--- src/sv/hgng_pkg.sv ---
// ----------------------------------------------------------------------------
// hgng_pkg
// Shared widths, defaults and direction codes of the hex grid neighbor
// generator.
// ----------------------------------------------------------------------------
package hgng_pkg;

   localparam int MAX_SIDE_DEFAULT = 8;
   localparam int GRID_SIDE_RESET  = 6;
   localparam int NUM_DIRS         = 6;

   localparam int COORD_W  = 4;
   localparam int NUMBER_W = 8;
   localparam int DIR_W    = 3;
   localparam int SIDE_W   = 4;

   typedef enum logic [DIR_W-1:0] {
      DIR_LEFT        = 3'd0,
      DIR_RIGHT       = 3'd1,
      DIR_UPPER_LEFT  = 3'd2,
      DIR_UPPER_RIGHT = 3'd3,
      DIR_LOWER_LEFT  = 3'd4,
      DIR_LOWER_RIGHT = 3'd5
   } dir_type;

endpackage

--- src/sv/hgng_req_if.sv ---
// ----------------------------------------------------------------------------
// hgng_req_if
// Query channel: one cell position per transaction.
// ----------------------------------------------------------------------------
interface hgng_req_if
   import hgng_pkg::*;
();
   logic               valid;
   logic               ready;
   logic [COORD_W-1:0] cell_row;
   logic [COORD_W-1:0] cell_col;

   modport source (output valid, output cell_row, output cell_col, input ready);
   modport sink   (input valid, input cell_row, input cell_col, output ready);
endinterface

--- src/sv/hgng_rsp_if.sv ---
// ----------------------------------------------------------------------------
// hgng_rsp_if
// Result channel: one neighbor (or a not-found marker) per transaction.
// ----------------------------------------------------------------------------
interface hgng_rsp_if
   import hgng_pkg::*;
();
   logic                valid;
   logic                ready;
   logic [COORD_W-1:0]  neighbor_row;
   logic [COORD_W-1:0]  neighbor_col;
   logic [NUMBER_W-1:0] neighbor_number;
   logic [DIR_W-1:0]    direction;
   logic                found;
   logic                last;

   modport source (output valid, output neighbor_row, output neighbor_col,
                   output neighbor_number, output direction, output found,
                   output last, input ready);
   modport sink   (input valid, input neighbor_row, input neighbor_col,
                   input neighbor_number, input direction, input found,
                   input last, output ready);
endinterface

--- src/sv/hgng_csr_if.sv ---
// ----------------------------------------------------------------------------
// hgng_csr_if
// Configuration write channel for the grid side register.
// ----------------------------------------------------------------------------
interface hgng_csr_if
   import hgng_pkg::*;
();
   logic              valid;
   logic              ready;
   logic [SIDE_W-1:0] grid_side;

   modport source (output valid, output grid_side, input ready);
   modport sink   (input valid, input grid_side, output ready);
endinterface

--- src/sv/hgng_ram.sv ---
// ----------------------------------------------------------------------------
// hgng_ram
// Generic simple dual-port RAM, one write and one registered read port.
// ----------------------------------------------------------------------------
module hgng_ram #(
   parameter int WIDTH = 8,
   parameter int DEPTH = 15
) (
   input  logic                     clock,
   input  logic                     wr_en,
   input  logic [$clog2(DEPTH)-1:0] wr_addr,
   input  logic [WIDTH-1:0]         wr_data,
   input  logic                     rd_en,
   input  logic [$clog2(DEPTH)-1:0] rd_addr,
   output logic [WIDTH-1:0]         rd_data
);

   logic [WIDTH-1:0] mem [DEPTH];
   logic [WIDTH-1:0] rd_data_ff;

   always_ff @(posedge clock) begin
      if (wr_en) begin
         mem[wr_addr] <= wr_data;
      end
      // hold the last read while stalled
      if (rd_en) begin
         rd_data_ff <= mem[rd_addr];
      end
   end

   assign rd_data = rd_data_ff;

endmodule

--- src/sv/hex_grid_neighbor_generator_core.sv ---
// ----------------------------------------------------------------------------
// hex_grid_neighbor_generator_core
// Neighbor enumeration on a hexagon-shaped honeycomb grid of side n.
// ----------------------------------------------------------------------------
// Each query (row, column) yields one result per neighbor that lies inside the
// grid, in the order left, right, upper-left, upper-right, lower-left,
// lower-right, with last set on the final one; a query without neighbors
// yields a single result with found low, so a query has one to six results.
// Results leave at one per cycle while the result channel is ready, and the
// next query is taken in the cycle the previous one issues its final result;
// the row-start table lives in a one-read, one-write RAM that is read once per
// result. After reset and after every write of grid_side the table is rebuilt
// in a sweep during which no query is accepted. The side is clamped to the
// range 1..MAX_SIDE.
module hex_grid_neighbor_generator_core
   import hgng_pkg::*;
#(
   parameter int MAX_SIDE = MAX_SIDE_DEFAULT
) (
   input logic          clock,
   input logic          reset,
   hgng_req_if.sink     req_if,
   hgng_rsp_if.source   rsp_if,
   hgng_csr_if.sink     csr_if
);

   localparam int ROWS  = 2 * MAX_SIDE - 1;
   localparam int AW    = $clog2(ROWS);
   localparam int NW    = $clog2(MAX_SIDE + 1);
   localparam int VW    = $clog2(3 * MAX_SIDE + 16) + 1;
   localparam int RESET_SIDE = (GRID_SIDE_RESET > MAX_SIDE) ? MAX_SIDE : GRID_SIDE_RESET;

   localparam logic signed [VW-1:0] ONE_S = 1;
   localparam logic signed [VW-1:0] TWO_S = 2;

   // side register and table sweep
   logic [NW-1:0]       side_ff, side_in;
   logic                sweep_ff, sweep_in;
   logic [AW-1:0]       sweep_row_ff, sweep_row_in;
   logic [NUMBER_W-1:0] acc_ff, acc_in;

   // query held for issue
   logic                q_valid_ff, q_valid_in;
   logic [COORD_W-1:0]  q_row_ff, q_row_in;
   logic [COORD_W-1:0]  q_col_ff, q_col_in;
   logic [NUM_DIRS-1:0] done_ff, done_in;

   // read stage
   logic                s1_valid_ff, s1_valid_in;
   logic [COORD_W-1:0]  s1_row_ff;
   logic [NUMBER_W-1:0] s1_col_ff;
   dir_type             s1_dir_ff;
   logic                s1_found_ff;
   logic                s1_last_ff;

   // output register
   logic                rsp_valid_ff, rsp_valid_in;
   logic [COORD_W-1:0]  rsp_row_ff;
   logic [COORD_W-1:0]  rsp_col_ff;
   logic [NUMBER_W-1:0] rsp_number_ff;
   dir_type             rsp_dir_ff;
   logic                rsp_found_ff;
   logic                rsp_last_ff;

   logic signed [VW-1:0] n_s, rows_s, r_s, c_s, up_base, lo_base, sweep_cells;
   logic signed [VW-1:0] cand_r [NUM_DIRS];
   logic signed [VW-1:0] cand_c [NUM_DIRS];
   logic [NUM_DIRS-1:0]  cand_ok, pend, rest;
   logic [DIR_W-1:0]     sel_idx;
   logic                 none_found, last_pick;
   logic                 out_free, s1_free, issue, accept, csr_write;
   logic                 ram_wr_en;
   logic [NUMBER_W-1:0]  ram_wr_data, ram_rd_data;
   logic [AW-1:0]        ram_rd_addr;
   logic [SIDE_W-1:0]    side_clamped;

   function automatic logic signed [VW-1:0] cells_in_row(
      input logic signed [VW-1:0] n,
      input logic signed [VW-1:0] r
   );
      cells_in_row = (r < n) ? (n + r) : (n + n + n - TWO_S - r);
   endfunction

   function automatic logic inside_grid(
      input logic signed [VW-1:0] n,
      input logic signed [VW-1:0] rows,
      input logic signed [VW-1:0] r,
      input logic signed [VW-1:0] c
   );
      inside_grid = (r >= 0) && (r < rows) && (c >= 0) && (c < cells_in_row(n, r));
   endfunction

   assign n_s    = VW'(side_ff);
   assign rows_s = n_s + n_s - ONE_S;
   assign r_s    = VW'(q_row_ff);
   assign c_s    = VW'(q_col_ff);

   // ------------------------------------------------------------------
   // candidates of the held query
   // ------------------------------------------------------------------
   always_comb begin
      up_base = (r_s < n_s) ? (c_s - ONE_S) : c_s;
      lo_base = (r_s < n_s - ONE_S) ? c_s : (c_s - ONE_S);
      cand_r[DIR_LEFT]        = r_s;
      cand_c[DIR_LEFT]        = c_s - ONE_S;
      cand_r[DIR_RIGHT]       = r_s;
      cand_c[DIR_RIGHT]       = c_s + ONE_S;
      cand_r[DIR_UPPER_LEFT]  = r_s - ONE_S;
      cand_c[DIR_UPPER_LEFT]  = up_base;
      cand_r[DIR_UPPER_RIGHT] = r_s - ONE_S;
      cand_c[DIR_UPPER_RIGHT] = up_base + ONE_S;
      cand_r[DIR_LOWER_LEFT]  = r_s + ONE_S;
      cand_c[DIR_LOWER_LEFT]  = lo_base;
      cand_r[DIR_LOWER_RIGHT] = r_s + ONE_S;
      cand_c[DIR_LOWER_RIGHT] = lo_base + ONE_S;
      for (int i = 0; i < NUM_DIRS; i++) begin
         cand_ok[i] = inside_grid(n_s, rows_s, cand_r[i], cand_c[i]);
      end
   end

   // pick the lowest pending direction
   always_comb begin
      pend    = cand_ok & ~done_ff;
      sel_idx = '0;
      for (int i = NUM_DIRS - 1; i >= 0; i--) begin
         if (pend[i]) begin
            sel_idx = DIR_W'(i);
         end
      end
      rest       = pend & ~(NUM_DIRS'(1) << sel_idx);
      none_found = (cand_ok == '0);
      last_pick  = (rest == '0);
   end

   // ------------------------------------------------------------------
   // handshakes
   // ------------------------------------------------------------------
   assign out_free       = !rsp_valid_ff || rsp_if.ready;
   assign s1_free        = !s1_valid_ff || out_free;
   assign issue          = q_valid_ff && s1_free;
   assign req_if.ready   = !sweep_ff && (!q_valid_ff || (issue && last_pick));
   assign accept         = req_if.valid && req_if.ready;
   assign csr_if.ready   = 1'b1;
   assign csr_write      = csr_if.valid;

   always_comb begin
      side_clamped = csr_if.grid_side;
      if (csr_if.grid_side == '0) begin
         side_clamped = SIDE_W'(1);
      end else if ({4'b0, csr_if.grid_side} > 8'(MAX_SIDE)) begin
         side_clamped = SIDE_W'(MAX_SIDE);
      end
   end

   // ------------------------------------------------------------------
   // row-start table sweep
   // ------------------------------------------------------------------
   always_comb begin
      sweep_cells  = cells_in_row(n_s, VW'(sweep_row_ff));
      ram_wr_en    = sweep_ff;
      ram_wr_data  = (VW'(sweep_row_ff) < rows_s) ? acc_ff : '0;
      side_in      = side_ff;
      sweep_in     = sweep_ff;
      sweep_row_in = sweep_row_ff;
      acc_in       = acc_ff;
      if (csr_write) begin
         // restart the sweep for the new side
         side_in      = NW'(side_clamped);
         sweep_in     = 1'b1;
         sweep_row_in = '0;
         acc_in       = '0;
      end else if (sweep_ff) begin
         acc_in       = acc_ff + NUMBER_W'(sweep_cells);
         sweep_row_in = sweep_row_ff + AW'(1);
         if (sweep_row_ff == AW'(ROWS - 1)) begin
            sweep_in = 1'b0;
         end
      end
   end

   // ------------------------------------------------------------------
   // query hold and issue
   // ------------------------------------------------------------------
   always_comb begin
      q_valid_in = q_valid_ff;
      q_row_in   = q_row_ff;
      q_col_in   = q_col_ff;
      done_in    = done_ff;
      if (issue) begin
         done_in = done_ff | (NUM_DIRS'(1) << sel_idx);
         if (last_pick) begin
            q_valid_in = 1'b0;
         end
      end
      if (accept) begin
         q_valid_in = 1'b1;
         q_row_in   = req_if.cell_row;
         q_col_in   = req_if.cell_col;
         done_in    = '0;
      end
   end

   assign ram_rd_addr = AW'(cand_r[sel_idx]);

   hgng_ram #(
      .WIDTH (NUMBER_W),
      .DEPTH (ROWS)
   ) u_row_start (
      .clock   (clock),
      .wr_en   (ram_wr_en),
      .wr_addr (sweep_row_ff),
      .wr_data (ram_wr_data),
      .rd_en   (issue),
      .rd_addr (ram_rd_addr),
      .rd_data (ram_rd_data)
   );

   always_comb begin
      s1_valid_in = s1_valid_ff;
      if (out_free) begin
         s1_valid_in = 1'b0;
      end
      if (issue) begin
         s1_valid_in = 1'b1;
      end
      rsp_valid_in = rsp_valid_ff;
      if (rsp_if.ready) begin
         rsp_valid_in = 1'b0;
      end
      if (s1_valid_ff && out_free) begin
         rsp_valid_in = 1'b1;
      end
   end

   always_ff @(posedge clock) begin
      if (reset) begin
         side_ff      <= NW'(RESET_SIDE);
         sweep_ff     <= 1'b1;
         sweep_row_ff <= '0;
         acc_ff       <= '0;
         q_valid_ff   <= 1'b0;
         done_ff      <= '0;
         s1_valid_ff  <= 1'b0;
         rsp_valid_ff <= 1'b0;
      end else begin
         side_ff      <= side_in;
         sweep_ff     <= sweep_in;
         sweep_row_ff <= sweep_row_in;
         acc_ff       <= acc_in;
         q_valid_ff   <= q_valid_in;
         done_ff      <= done_in;
         s1_valid_ff  <= s1_valid_in;
         rsp_valid_ff <= rsp_valid_in;
      end
   end

   always_ff @(posedge clock) begin
      q_row_ff <= q_row_in;
      q_col_ff <= q_col_in;
      if (issue) begin
         if (none_found) begin
            s1_row_ff   <= '0;
            s1_col_ff   <= '0;
            s1_dir_ff   <= DIR_LEFT;
            s1_found_ff <= 1'b0;
            s1_last_ff  <= 1'b1;
         end else begin
            s1_row_ff   <= COORD_W'(cand_r[sel_idx]);
            s1_col_ff   <= NUMBER_W'(cand_c[sel_idx]);
            s1_dir_ff   <= dir_type'(sel_idx);
            s1_found_ff <= 1'b1;
            s1_last_ff  <= last_pick;
         end
      end
      if (s1_valid_ff && out_free) begin
         rsp_row_ff    <= s1_row_ff;
         rsp_col_ff    <= s1_col_ff[COORD_W-1:0];
         rsp_number_ff <= s1_found_ff ? (ram_rd_data + s1_col_ff) : '0;
         rsp_dir_ff    <= s1_dir_ff;
         rsp_found_ff  <= s1_found_ff;
         rsp_last_ff   <= s1_last_ff;
      end
   end

   assign rsp_if.valid           = rsp_valid_ff;
   assign rsp_if.neighbor_row    = rsp_row_ff;
   assign rsp_if.neighbor_col    = rsp_col_ff;
   assign rsp_if.neighbor_number = rsp_number_ff;
   assign rsp_if.direction       = rsp_dir_ff;
   assign rsp_if.found           = rsp_found_ff;
   assign rsp_if.last            = rsp_last_ff;

endmodule

--- src/flat_wrapper.sv ---
// flat-port wrapper written by rule: the top's interface ports become plain ports
module hex_grid_neighbor_generator_core_flat import hgng_pkg::*;
#(
   parameter int MAX_SIDE = MAX_SIDE_DEFAULT
)
  (clock, reset, req_if_valid, req_if_cell_row, req_if_cell_col, req_if_ready, rsp_if_valid, rsp_if_neighbor_row, rsp_if_neighbor_col, rsp_if_neighbor_number, rsp_if_direction, rsp_if_found, rsp_if_last, rsp_if_ready, csr_if_valid, csr_if_grid_side, csr_if_ready);
  hgng_req_if req_if_i ();
  hgng_rsp_if rsp_if_i ();
  hgng_csr_if csr_if_i ();
  input logic clock;
  input logic reset;
  input wire logic [$bits(req_if_i.valid)-1:0] req_if_valid;
  input wire logic [$bits(req_if_i.cell_row)-1:0] req_if_cell_row;
  input wire logic [$bits(req_if_i.cell_col)-1:0] req_if_cell_col;
  output wire logic [$bits(req_if_i.ready)-1:0] req_if_ready;
  output wire logic [$bits(rsp_if_i.valid)-1:0] rsp_if_valid;
  output wire logic [$bits(rsp_if_i.neighbor_row)-1:0] rsp_if_neighbor_row;
  output wire logic [$bits(rsp_if_i.neighbor_col)-1:0] rsp_if_neighbor_col;
  output wire logic [$bits(rsp_if_i.neighbor_number)-1:0] rsp_if_neighbor_number;
  output wire logic [$bits(rsp_if_i.direction)-1:0] rsp_if_direction;
  output wire logic [$bits(rsp_if_i.found)-1:0] rsp_if_found;
  output wire logic [$bits(rsp_if_i.last)-1:0] rsp_if_last;
  input wire logic [$bits(rsp_if_i.ready)-1:0] rsp_if_ready;
  input wire logic [$bits(csr_if_i.valid)-1:0] csr_if_valid;
  input wire logic [$bits(csr_if_i.grid_side)-1:0] csr_if_grid_side;
  output wire logic [$bits(csr_if_i.ready)-1:0] csr_if_ready;
  assign req_if_i.valid = req_if_valid;
  assign req_if_i.cell_row = req_if_cell_row;
  assign req_if_i.cell_col = req_if_cell_col;
  assign req_if_ready = req_if_i.ready;
  assign rsp_if_valid = rsp_if_i.valid;
  assign rsp_if_neighbor_row = rsp_if_i.neighbor_row;
  assign rsp_if_neighbor_col = rsp_if_i.neighbor_col;
  assign rsp_if_neighbor_number = rsp_if_i.neighbor_number;
  assign rsp_if_direction = rsp_if_i.direction;
  assign rsp_if_found = rsp_if_i.found;
  assign rsp_if_last = rsp_if_i.last;
  assign rsp_if_i.ready = rsp_if_ready;
  assign csr_if_i.valid = csr_if_valid;
  assign csr_if_i.grid_side = csr_if_grid_side;
  assign csr_if_ready = csr_if_i.ready;
  hex_grid_neighbor_generator_core #(.MAX_SIDE(MAX_SIDE)) u_core (.clock(clock), .reset(reset), .req_if(req_if_i), .rsp_if(rsp_if_i), .csr_if(csr_if_i));
endmodule
--- config.mk ---
export PLATFORM = sky130hd
export DESIGN_NAME = hex_grid_neighbor_generator_core_flat
export DESIGN_NICKNAME = d
export VERILOG_FILES = /design/src/sv/hgng_pkg.sv /design/src/sv/hgng_req_if.sv /design/src/sv/hgng_rsp_if.sv /design/src/sv/hgng_csr_if.sv /design/src/sv/hgng_ram.sv /design/src/sv/hex_grid_neighbor_generator_core.sv /design/src/flat_wrapper.sv
export SDC_FILE = /design/constraint.sdc
export NUM_CORES = 1
export LEC_CHECK = 0
export BUFFER_PORTS_ARGS = -buffer_cell sky130_fd_sc_hd__buf_4
export CELL_PAD_IN_SITES_DETAIL_PLACEMENT = 2
export CELL_PAD_IN_SITES_GLOBAL_PLACEMENT = 2
export CORE_ASPECT_RATIO = 1.75
export CORE_MARGIN = 5
export CORE_UTILIZATION = 43
export DETAILED_ROUTE_END_ITERATION = 12
export GPL_TIMING_DRIVEN = 0
export PLACE_DENSITY = 0.9
export SLEW_MARGIN = 25
export SYNTH_ARGS = -nofsm -noshare
export SYNTH_HDL_FRONTEND = slang
export SYNTH_SLANG_ARGS = --single-unit
--- constraint.sdc ---
create_clock -name clock -period 8.1 [get_ports clock]
set_input_delay 0 -clock clock [delete_from_list [all_inputs] [get_ports clock]]
set_output_delay 0 -clock clock [all_outputs]
set_load 0.01 [all_outputs]
=== Word level (Yosys, flattened, before mapping) ===
Memory sizes are Yosys's and may differ from the RTL's. A register that Yosys moved wholly into a read port is not among the register bits.
Cells that the tools add are included.

* Register bits after elaboration: 71
* Latch bits: 0
* Bits in writable memories: 120
* Bits in read-only memories: 0
* Input port bits: 17
* Word-level logic and storage cells: 148
* Memories kept: 1

* $add $sub $neg: 22
* Multipliers: 0
* Div/mod/pow operators: 0
* $lt $le $gt $ge: 26
* Eq/ne operators: 1
* Shift-type cells: 1
* Mux-type cells: 33
* Bitwise gates (word level): 6
* Reductions and logical operators: 37

{| class="wikitable"
|+ Memory list
! memory !! words !! bits a word !! rd ports !! clocked after Yosys merged registers in !! wr ports !! line !! text
|-
| u_core.u_row_start.mem || 15 || 8 || 1 || 1 || 1 || hgng_ram.sv:18 || <nowiki>logic [WIDTH-1:0] mem [DEPTH];</nowiki>
|}

{| class="wikitable"
|+ Operator list
! operator !! number
|-
| $mux 7 || 8
|-
| $bmux 7 s3 || 2
|-
| $ge 7x1->1 const B || 6
|-
| $lt 7x7->1 || 5
|-
| $sub 7x5->7 || 3
|-
| $logic_and 1x1->1 || 20
|-
| $mux 3 || 6
|-
| $add 8x8->8 || 2
|-
| $mux 4 || 4
|-
| $add 4x4->5 || 3
|-
| $sub 4x1->5 const B || 3
|-
| $add 7x2->7 const B || 2
|-
| $lt 5x7->1 || 2
|-
| $and 6x6->6 || 2
|-
| $logic_not 6->1 || 2
|-
| $lt 5x6->1 || 2
|-
| $mux 1 || 12
|-
| $not 6->6 || 2
|-
| $add 4x1->5 const B || 2
|-
| $ge 5x1->1 const B || 2
|-
| $lt 4x4->1 || 2
|-
| $mux 8 || 1
|-
| $reduce_bool 2->1 || 4
|-
| $add 5x7->7 || 1
|-
| other kinds (22) || 28
|}

=== Logic depth before layout (Yosys ltp) ===
Gate-level depths: netlist of the first run.

* Word-level depth: 24
* Depth in mapped cells: 32
* Mapped depth without buffers: 29

=== Cells and area by module ===
From an unflattened synthesis of the first run, not the netlist that was laid out.

* Cells, all modules: 1047
* Area, all modules: 12453.2 µm²

{| class="wikitable"
|+ By module, submodules not included
! module !! times used !! cells an instance !! area each (µm²)
|-
| hex_grid_neighbor_generator_core || 1 || 818 || 7507.2
|-
| hgng_ram || 1 || 229 || 4946.0
|}

=== Worst setup path after synthesis of the first run ===
No wires, ideal clock.

* Path kind: reg-to-reg
* Start point: register u_core.side_ff[1]
* End point: register u_core.u_row_start.rd_data_ff[5], in the netlist u_core.u_row_start.rd_data[5], read port of u_core.u_row_start.mem (data pin)
* Library setup time: 0.258 ns
* Arrival: 6.619 ns
* Setup slack: 1.223 ns
* Cell stages (with the launch flop): 28
* Buffers on the path: 2
* Cells stage by stage: dfxtp_1 inv_1 ha_1 clkbuf_1 inv_1 ha_1 nand2b_1 a31oi_1 o31ai_2 nand2_1 nor2_1 a21oi_1 ha_1 a221oi_2 a41o_1 ha_1 a21oi_1 o21bai_1 a2111oi_0 o2bb2ai_4 mux2i_2 nand2_4 nand2_4 inv_8 mux2i_4 buf_6 mux4_2 o221a_1

* Word-level cells in the longest chain between the ends: 18
* Elaborated cells on any way between the ends: 61
* Those cells by class: add/sub: 13; order compare: 17; mux: 14; bitwise: 2; reduce/logical: 15

{| class="wikitable"
|+ Ends and longest elaborated chain
! what !! line !! text
|-
| from (decl) || hex_grid_neighbor_generator_core.sv:37 || <nowiki>logic [NW-1:0] side_ff, side_in;</nowiki>
|-
| from (signal assigned) || hex_grid_neighbor_generator_core.sv:237 || <nowiki>side_ff <= NW'(RESET_SIDE);</nowiki>
|-
| from (signal assigned) || hex_grid_neighbor_generator_core.sv:246 || <nowiki>side_ff <= side_in;</nowiki>
|-
| $add 4x4->5 or $sub 4x1->5 (tied branches) || hex_grid_neighbor_generator_core.sv:81, hex_grid_neighbor_generator_core.sv:94, hex_grid_neighbor_generator_core.sv:103 ||
|-
| $add 7x5->7 or $lt 5x7->1 (tied branches) || hex_grid_neighbor_generator_core.sv:81, hex_grid_neighbor_generator_core.sv:103 ||
|-
| $sub 7x3->7 or $mux 7 (tied branches) || hex_grid_neighbor_generator_core.sv:81, hex_grid_neighbor_generator_core.sv:103 ||
|-
| $sub 7x7->7 or $add 7x2->7 (tied branches) || hex_grid_neighbor_generator_core.sv:81, hex_grid_neighbor_generator_core.sv:115 ||
|-
| $mux 7 or $ge 7x1->1 (tied branches) || hex_grid_neighbor_generator_core.sv:81, hex_grid_neighbor_generator_core.sv:90 ||
|-
| $lt 7x7->1 or $logic_and 1x1->1 (tied branches) || hex_grid_neighbor_generator_core.sv:90 || <nowiki>inside_grid = (r >= 0) && (r < rows) && (c >= 0) && (c < cells_in_row(n, r));</nowiki>
|-
| $logic_and 1x1->1 || hex_grid_neighbor_generator_core.sv:90 ||
|-
| $and 6x6->6 * || hex_grid_neighbor_generator_core.sv:123 || <nowiki>pend = cand_ok & ~done_ff;</nowiki>
|-
| $mux 3 (5 in a row) || hex_grid_neighbor_generator_core.sv:126 || <nowiki>if (pend[i]) begin</nowiki>
|-
| $mux 3 * || hex_grid_neighbor_generator_core.sv:126 ||
|-
| $not 3->4 (not written as such) * || hex_grid_neighbor_generator_core.sv:203 || <nowiki>assign ram_rd_addr = AW'(cand_r[sel_idx]);</nowiki>
|-
| $bmux 7 s3 * || hex_grid_neighbor_generator_core.sv:203 ||
|-
| $mux 4 (not written as such) * (2 in a row) || hex_grid_neighbor_generator_core.sv:203 ||
|-
| to (decl) || hgng_ram.sv:19 || <nowiki>logic [WIDTH-1:0] rd_data_ff;</nowiki>
|}

Every way passes the cells marked *; elsewhere a longest branch is shown, timed or not. The select of a mux whose other input is x is not followed.
A chain may end at the register's enable or synchronous reset.

=== Final worst setup path of the first run ===
* Start point: register u_core.side_ff[0]
* End point: register u_core.u_row_start.rd_data_ff[5], in the netlist u_core.u_row_start.rd_data[5], read port of u_core.u_row_start.mem (data pin)

Same word-level chain as after synthesis.

==> out/results.tsv, run 1 <==
stage	metric	value	unit
outcome	status	completed	
power_and_ir_drop	Logic pwr share	36.9	%
cells_and_area	area taken by multi-input logic gates	6510	um2
power_and_ir_drop	Internal	2060	uW
synthesis	average cell area after synthesis	11.2	um2
clocking	Max Root-Sink Buffers	2	
clocking	CTS buffer count	17	
cells_and_area	Final #Nets	1350	
detailed_routing	via-per-instance ratio	6.29	
power_and_ir_drop	Leak	0.00574	uW
cells_and_area	share of post-route cells with drive strength above 1	13.7	%
placement	PortBufs	39	
worst_setup_path	worst-path maximum fanout	12	
timing	clk_skew	0.0126	ns
clocking	root buffer cell	clkbuf_16	
grt	largest net degree at the start of global routing	28	
detailed_routing	DRT Pass-1 Iters	5	
grt	global-route usage over all layers	29.3	%
job	Max Cap Viol	0	
timing	Peak Freq	0.124	GHz
cells_and_area	filler instances	2868	
detailed_routing	DRC Markers	0	
worst_setup_path	crit start category	flip-flop	
worst_setup_path	Worst Path Arrival	8.26	ns
timing	fin crit period	8.06	ns
power_and_ir_drop	peak supply drop	0.168	mV
detailed_routing	drt wl/cell	31.6	um
grt	vias in the first global route	11200	
power_and_ir_drop	clock power share	27.6	%
clocking	Clk pin slew, worst setup/hold paths	0.08	ns
detailed_routing	DRT Wirelength	50300	um
synthesis	YS warnings	0	
cells_and_area	post-route cell area	14300	um2
detailed_routing	total via count in the routed design	10000	
synthesis	Async S/R FF share, synth	0	%
synthesis	Netlist cell types	91	
timing	# setup viols final	0	
power_and_ir_drop	Pwr Density	228	nW/um2
power_and_ir_drop	Flop pwr share	35.5	%
timing	Slew headroom	33.3	%
synthesis	number of synthesized flops with an enable pin	173	
grt	grt ovf	0	
synthesis	Top FF cell, synth	edfxtp_1	
placement	placed cell area	13300	um2
timing	Setup TNS	0	ns
synthesis	area of the mapped netlist	12500	um2
cells_and_area	Area Growth Syn to Fin	14.2	%
grt	initial antenna violation count	0	
cells_and_area	Antenna Cells	0	
worst_setup_path	Worst Path Required	8.30	ns
placement	GPL Wtd Cong	0.866	
synthesis	syn nets	1264	
power_and_ir_drop	Switching Fraction	36.8	%
power_and_ir_drop	Net Switching	1200	uW
grt	first-pass GRT wire length	72900	um
floorplanning	I/O pin cnt	41	
floorplanning	DIE WIDTH	139	um
synthesis	Yosys reg bits	199	
power_and_ir_drop	Total Power	3270	uW
timing	Worst-Margin Slew	1.00	ns
detailed_routing	Routed Antenna Nets	0	
detailed_routing	DRT iter0 DRCs	690	
worst_setup_path	slowest stage delay, CP	0.45	ns
placement	HPWL Detailed	32800	um
synthesis	post-synthesis sequential area ratio	45.7	%
worst_setup_path	cell mode on critical path	ha_1	
synthesis	Mapped Cells	1117	
worst_setup_path	CP Class	flip-flop to flip-flop	
floorplanning	core area	28700	um2
clocking	TritonCTS clock tree	yes	
timing	Fin. Hold Viols	0	
min_path	Hold WC Path Type	primary input to flip-flop	
worst_setup_path	crit path capture type	flip-flop	
timing	crit share post-route	99.5	%
clocking	clk sinks	199	
clocking	H-Tree Level Count	4	
cells_and_area	post-layout util	49.8	%
floorplanning	std cell rows	82	
floorplanning	Initial Util	43.6	%
worst_setup_path	Slowest-stage cell, CP	dfxtp_4	
timing	Max Slew Vio Count	0	
clocking	Skew-Pair Late Insertion Delay	0.46	ns
cells_and_area	Seq. cell area	5720	um2
floorplanning	die area	32800	um2
floorplanning	die height	236	um
==> flip-flops by register name, summed over array words and instances (netlist names), 3 cells and up <==
signal / count
u_core.u_row_start.mem: 120
u_core.acc_ff: 8
u_core.rsp_if.neighbor_number: 8
u_core.u_row_start.rd_data: 8
u_core.s1_col_ff: 7
u_core.done_ff: 6
u_core.q_col_ff: 4
u_core.q_row_ff: 4
u_core.rsp_if.neighbor_col: 4
u_core.rsp_if.neighbor_row: 4
u_core.s1_row_ff: 4
u_core.side_ff: 4
u_core.sweep_row_ff: 4
u_core.rsp_if.direction: 3
u_core.s1_dir_ff: 3
==> power groups by stage <==
stage | sequential, uW | combinational [uW] | clock [uW]
after detailed placement | 1180 | 1060 | 0
after CTS | 1160 | 1140 | 900
after global routing | 1160 | 1250 | 952
final | 1160 | 1200 | 903
after global placement | 1180 | 984 | 0
after floorplan | 1170 | 722 | 0
==> routing by layer <==
layer / vias up / share of wire, % / routed length [um] / track usage, %
met4: 0 / 7.6 / 3840 / 18.2
met5: - / 0 / 0 / 0
li1: 4262 / - / - / -
met3: 205 / 4.8 / 2440 / 3.68
met1: 5111 / 34 / 17000 / 30.3
met2: 442 / 54 / 26900 / 55.2
==> cell usage in the layout, fill, tap and decap left out, drive strengths merged, types with 28 or more instances in the layout <==
| master | count |
|---|---|
| clkbuf | 28 |
| a21oi | 63 |
| o21ai | 38 |
| nand2 | 56 |
| mux2i | 52 |
| xnor2 | 44 |
| inv | 64 |
| nor2 | 114 |
| buf | 74 |
| edfxtp | 173 |
| nand3 | 29 |
| and2 | 35 |
| ha | 121 |
==> cell type report <==
cell class,count,share of cell area [%]
plain buffers,32,1.39
inverters,63,1.73
multi-input cells,823,45.6
clock inverters,10,1.01
clock buffers,21,3.08
well taps,378,3.31
repair buffers,67,3.89
flip-flops and latches,199,40.0
==> worst max-delay path, delay by kind of cell, from the launching register on <==
| family | cells | cell delay, ns |
|---|---|---|
| flops | 1 | 0.45 |
| buf+inv | 6 | 1.11 |
| mux | 2 | 0.67 |
| compound gates | 13 | 3.40 |
| fa+ha+maj | 4 | 1.49 |
| simple gates | 4 | 0.61 |
==> cell families after synthesis <==
logic type	after synthesis	share of synthesized area (%)
XOR/XNOR	66	4.68
adder cells (fa/ha/maj)	136	14.0
flip-flops	199	45.7
AND/OR/NAND/NOR	338	13.8
multiplexers	63	6.18
AO/OA/AOI/OAI	219	12.2
other	1	0.0300
buffers and inverters	95	3.47
==> through the flow <==
stage	hold slack, ns	std cells	setup slack [ns]
2_1_floorplan	0.0989	1117	1.22
3_3_place_gp	0.178	1534	-2.14
3_5_place_dp	0.180	1536	-1.39
4_1_cts	0.0786	1589	0.0880
5_1_grt	0.0296	1593	-0.0156
6_report	0.0392	1593	0.0390
==> synthesized netlist by cell type (all sizes together), types with 10 or more instances <==
cell | instances | area share (%)
a21o | 20 | 1.2
a21oi | 63 | 2.6
a22oi | 10 | 0.64
a31oi | 15 | 0.75
and2 | 35 | 1.7
buf | 25 | 1.3
dfxtp | 26 | 4.2
edfxtp | 173 | 41
ha | 121 | 12
inv | 62 | 1.9
mux2i | 52 | 4.3
nand2 | 56 | 1.8
nand2b | 18 | 0.90
nand3 | 29 | 1.2
nor2 | 114 | 3.4
nor2b | 15 | 0.75
nor3 | 22 | 0.92
o21a | 11 | 0.66
o21ai | 38 | 1.5
xnor2 | 44 | 3.1
xor2 | 22 | 1.5
==> worst paths after layout <==
path	from	to	slack [ns]	cells past startpoint
min reg2reg	u_core.s1_row_ff[0]	u_core.rsp_if.neighbor_row[0]	0.44	0
max	u_core.side_ff[0]	u_core.u_row_start.rd_data[5]	0.04	29
max reg2reg	u_core.side_ff[0]	u_core.u_row_start.rd_data[5]	0.04	29
min	req_if_valid	u_core.q_row_ff[3]	0.04	2
==> timing repair <==
item	in CTS	in global routing
endpoints found under the setup margin	39	22
pin swaps	2	2
resized for setup	17	15
hold endpoints to repair	16	0
hold buffers	18	0
buffers inserted	4	4
Note: power is estimated with default switching activity, not from simulation.
==> inputs of run 2 (changes only) <==
SETUP_SLACK_MARGIN = 0.2   (was not set)
==> run 2 against run 1 <==
  * Hold slack got worse by 0.0062 ns
  * Critical endpoint unchanged
  * Non-clock buffer count increased by 2
  * Final cell count up 0.13%
  * Fmax grew 2.3%
  * Global-route usage is 0.81 points higher
  * Via count is 1.7% higher
  * Die area stayed put
  * Wire length grew 0.88%
  * Clock skew grew 0.0065 ns
==> out/results.tsv, run 2 (synthesized netlist as in run 1, its figures left out) <==
stage	metric	value	unit	change
timing	Peak Freq	0.127	GHz	+2.3%
floorplanning	core area	28700	um2	unchanged
detailed_routing	DRT Pass-1 Iters	5		unchanged
cells_and_area	Non-Filler Instances	1595		+0.13%
worst_setup_path	Worst Path Required	8.30	ns	about the same
cells_and_area	filler instances	2880		+0.42%
clocking	Skew-Pair Late Insertion Delay	0.47	ns	about the same
worst_setup_path	slowest stage delay, CP	0.45	ns	about the same
detailed_routing	drt wl/cell	31.8	um	+0.75%
timing	Worst-Margin Slew	1.05	ns	+0.0455 ns
placement	GPL Wtd Cong	0.866		unchanged
detailed_routing	Routed Antenna Nets	0		unchanged
timing	RSZ-0062 raised after global routing	no		
cells_and_area	most common cell after layout, fill and taps aside	edfxtp_1		
timing	Fin. Hold Viols	0		unchanged
cells_and_area	Antenna Cells	0		unchanged
power_and_ir_drop	Pwr Density	231	nW/um2	+1.0%
worst_setup_path	CP Class	flip-flop to flip-flop		
timing	Slew headroom	29.9	%	-3.5 points
floorplanning	I/O pin cnt	41		unchanged
outcome	status	completed		
detailed_routing	via-per-instance ratio	6.39		+1.6%
worst_setup_path	cell mode on critical path	ha_1		
worst_setup_path	Slowest-stage cell, CP	dfxtp_4		
worst_setup_path	Worst Path Arrival	8.08	ns	-0.18 ns
clocking	root buffer cell	clkbuf_16		
clocking	CTS buffer count	17		unchanged
grt	global-route usage over all layers	30.1	%	+0.81 points
power_and_ir_drop	peak supply drop	0.156	mV	-7.4%
floorplanning	DIE WIDTH	139	um	unchanged
floorplanning	std cell rows	82		unchanged
clocking	TritonCTS clock tree	yes		
placement	PortBufs	39		unchanged
clocking	Max Root-Sink Buffers	2		unchanged
cells_and_area	Most flops, register	u_core.u_row_start.mem		
grt	vias in the first global route	11300		+1.2%
grt	grt ovf	0		unchanged
detailed_routing	total via count in the routed design	10200		+1.7%
cells_and_area	share of post-route cells with drive strength above 1	14.2	%	+0.47 points
placement	Placed Cells	1536		unchanged
timing	Max Slew Vio Count	0		unchanged
worst_setup_path	crit path capture type	flip-flop		
detailed_routing	DRC Markers	0		unchanged
grt	largest net degree at the start of global routing	28		unchanged
floorplanning	die height	236	um	unchanged
clocking	Clk pin slew, worst setup/hold paths	0.08	ns	about the same
timing	fin crit period	7.88	ns	-0.182 ns
floorplanning	die area	32800	um2	unchanged
placement	HPWL Detailed	32800	um	unchanged
cells_and_area	Final #Nets	1352		+0.15%
timing	# setup viols final	0		unchanged
floorplanning	Initial Util	43.6	%	unchanged
cells_and_area	most frequent cells in the layout	edfxtp_1, ha_1, nor2_1		
job	Max Cap Viol	0		unchanged
cells_and_area	max reg flops	120		unchanged
timing	crit share post-route	97.3	%	-2.2 points
clocking	H-Tree Level Count	4		unchanged
grt	initial antenna violation count	0		unchanged
grt	first-pass GRT wire length	74500	um	+2.2%
cells_and_area	area taken by multi-input logic gates	6520	um2	about the same
cells_and_area	Area Growth Syn to Fin	14.5	%	
detailed_routing	DRT Wirelength	50700	um	+0.88%
cells_and_area	Seq. cell area	5720	um2	about the same
min_path	Hold WC Path Type	primary input to flip-flop		
worst_setup_path	worst-path maximum fanout	12		unchanged
clocking	clk sinks	199		unchanged
power_and_ir_drop	Leak	0.00575	uW	+0.25%
worst_setup_path	crit start category	flip-flop		
timing	clk_skew	0.0191	ns	+0.00647 ns
detailed_routing	DRT iter0 DRCs	811		+18%
cells_and_area	post-layout util	49.9	%	+0.13 points
[run 2: cell types whose count changed in the layout (fill, tap and decap cells not counted), sizes merged]
cell      change
buf           +1
clkinvlp      +1
clkbuf        +1
inv           -2
clkinv        +1
[run 2: worst paths after layout]
kind                             from                            end  slack (ns)  cells after the start
setup / recovery    u_core.side_ff[0]  u_core.u_row_start.rd_data[5]        0.22                     29
hold / removal           req_if_valid             u_core.q_row_ff[3]        0.03                      2
setup reg to reg    u_core.side_ff[0]  u_core.u_row_start.rd_data[5]        0.22                     29
hold reg to reg   u_core.s1_dir_ff[2]     u_core.rsp_if.direction[2]        0.43                      0
[run 2: stage by stage]
step	total power (uW)	hold slack (ns)	instance area, um2	setup WS, ns	setup TNS (ns)
final	3310	0.0330	14300	0.220	0
after global routing	3390	0.0260	14300	0.148	0
after CTS	3200	0.0786	14200	0.244	0
after detailed placement	2240	0.180	13300	-1.39	-33.04
after global placement	2160	0.178	13300	-2.14	-34.51
after floorplan	1900	0.0989	12500	1.22	0
[run 2: timing repair]
action | in CTS | in global routing
resized for setup | 22 | 18
pin swaps | 3 | 2
setup buffers | 5 | 5
endpoints found under the hold margin | 16 | 0
hold buffers | 18 | 0
setup endpoints to repair | 39 | 18
[run 2: final cells by class]
type | count | share of cell area [%]
repair buffers | 69 | 4.07
clock buffers | 21 | 3.07
multi-input cells | 823 | 45.5
clock inverters | 10 | 1.00
well taps | 378 | 3.30
plain buffers | 32 | 1.41
inverters | 63 | 1.75
flip-flops and latches | 199 | 39.9
[run 2: report_power, final]
part           internal [uW]  switching (uW)
logic                    443             791
clock network            488             428
registers               1140            13.3
total                   2080            1230
[run 2: worst max-delay path: cells and delay by family, from the launching register on]
family	cells	cell delay (ns)
compound gates	13	3.20
fa+ha+maj	4	1.48
buf+inv	6	1.10
mux	2	0.68
simple gates	4	0.66
flops	1	0.45
[run 2: per-layer routing]
layer	up-vias	part of all wire [%]	track usage, %
met3	200	4.6	4.19
met2	508	54	55.9
met1	5208	34	31.2
met4	0	7.1	19.6
met5	-	0	0
li1	4277	-	-
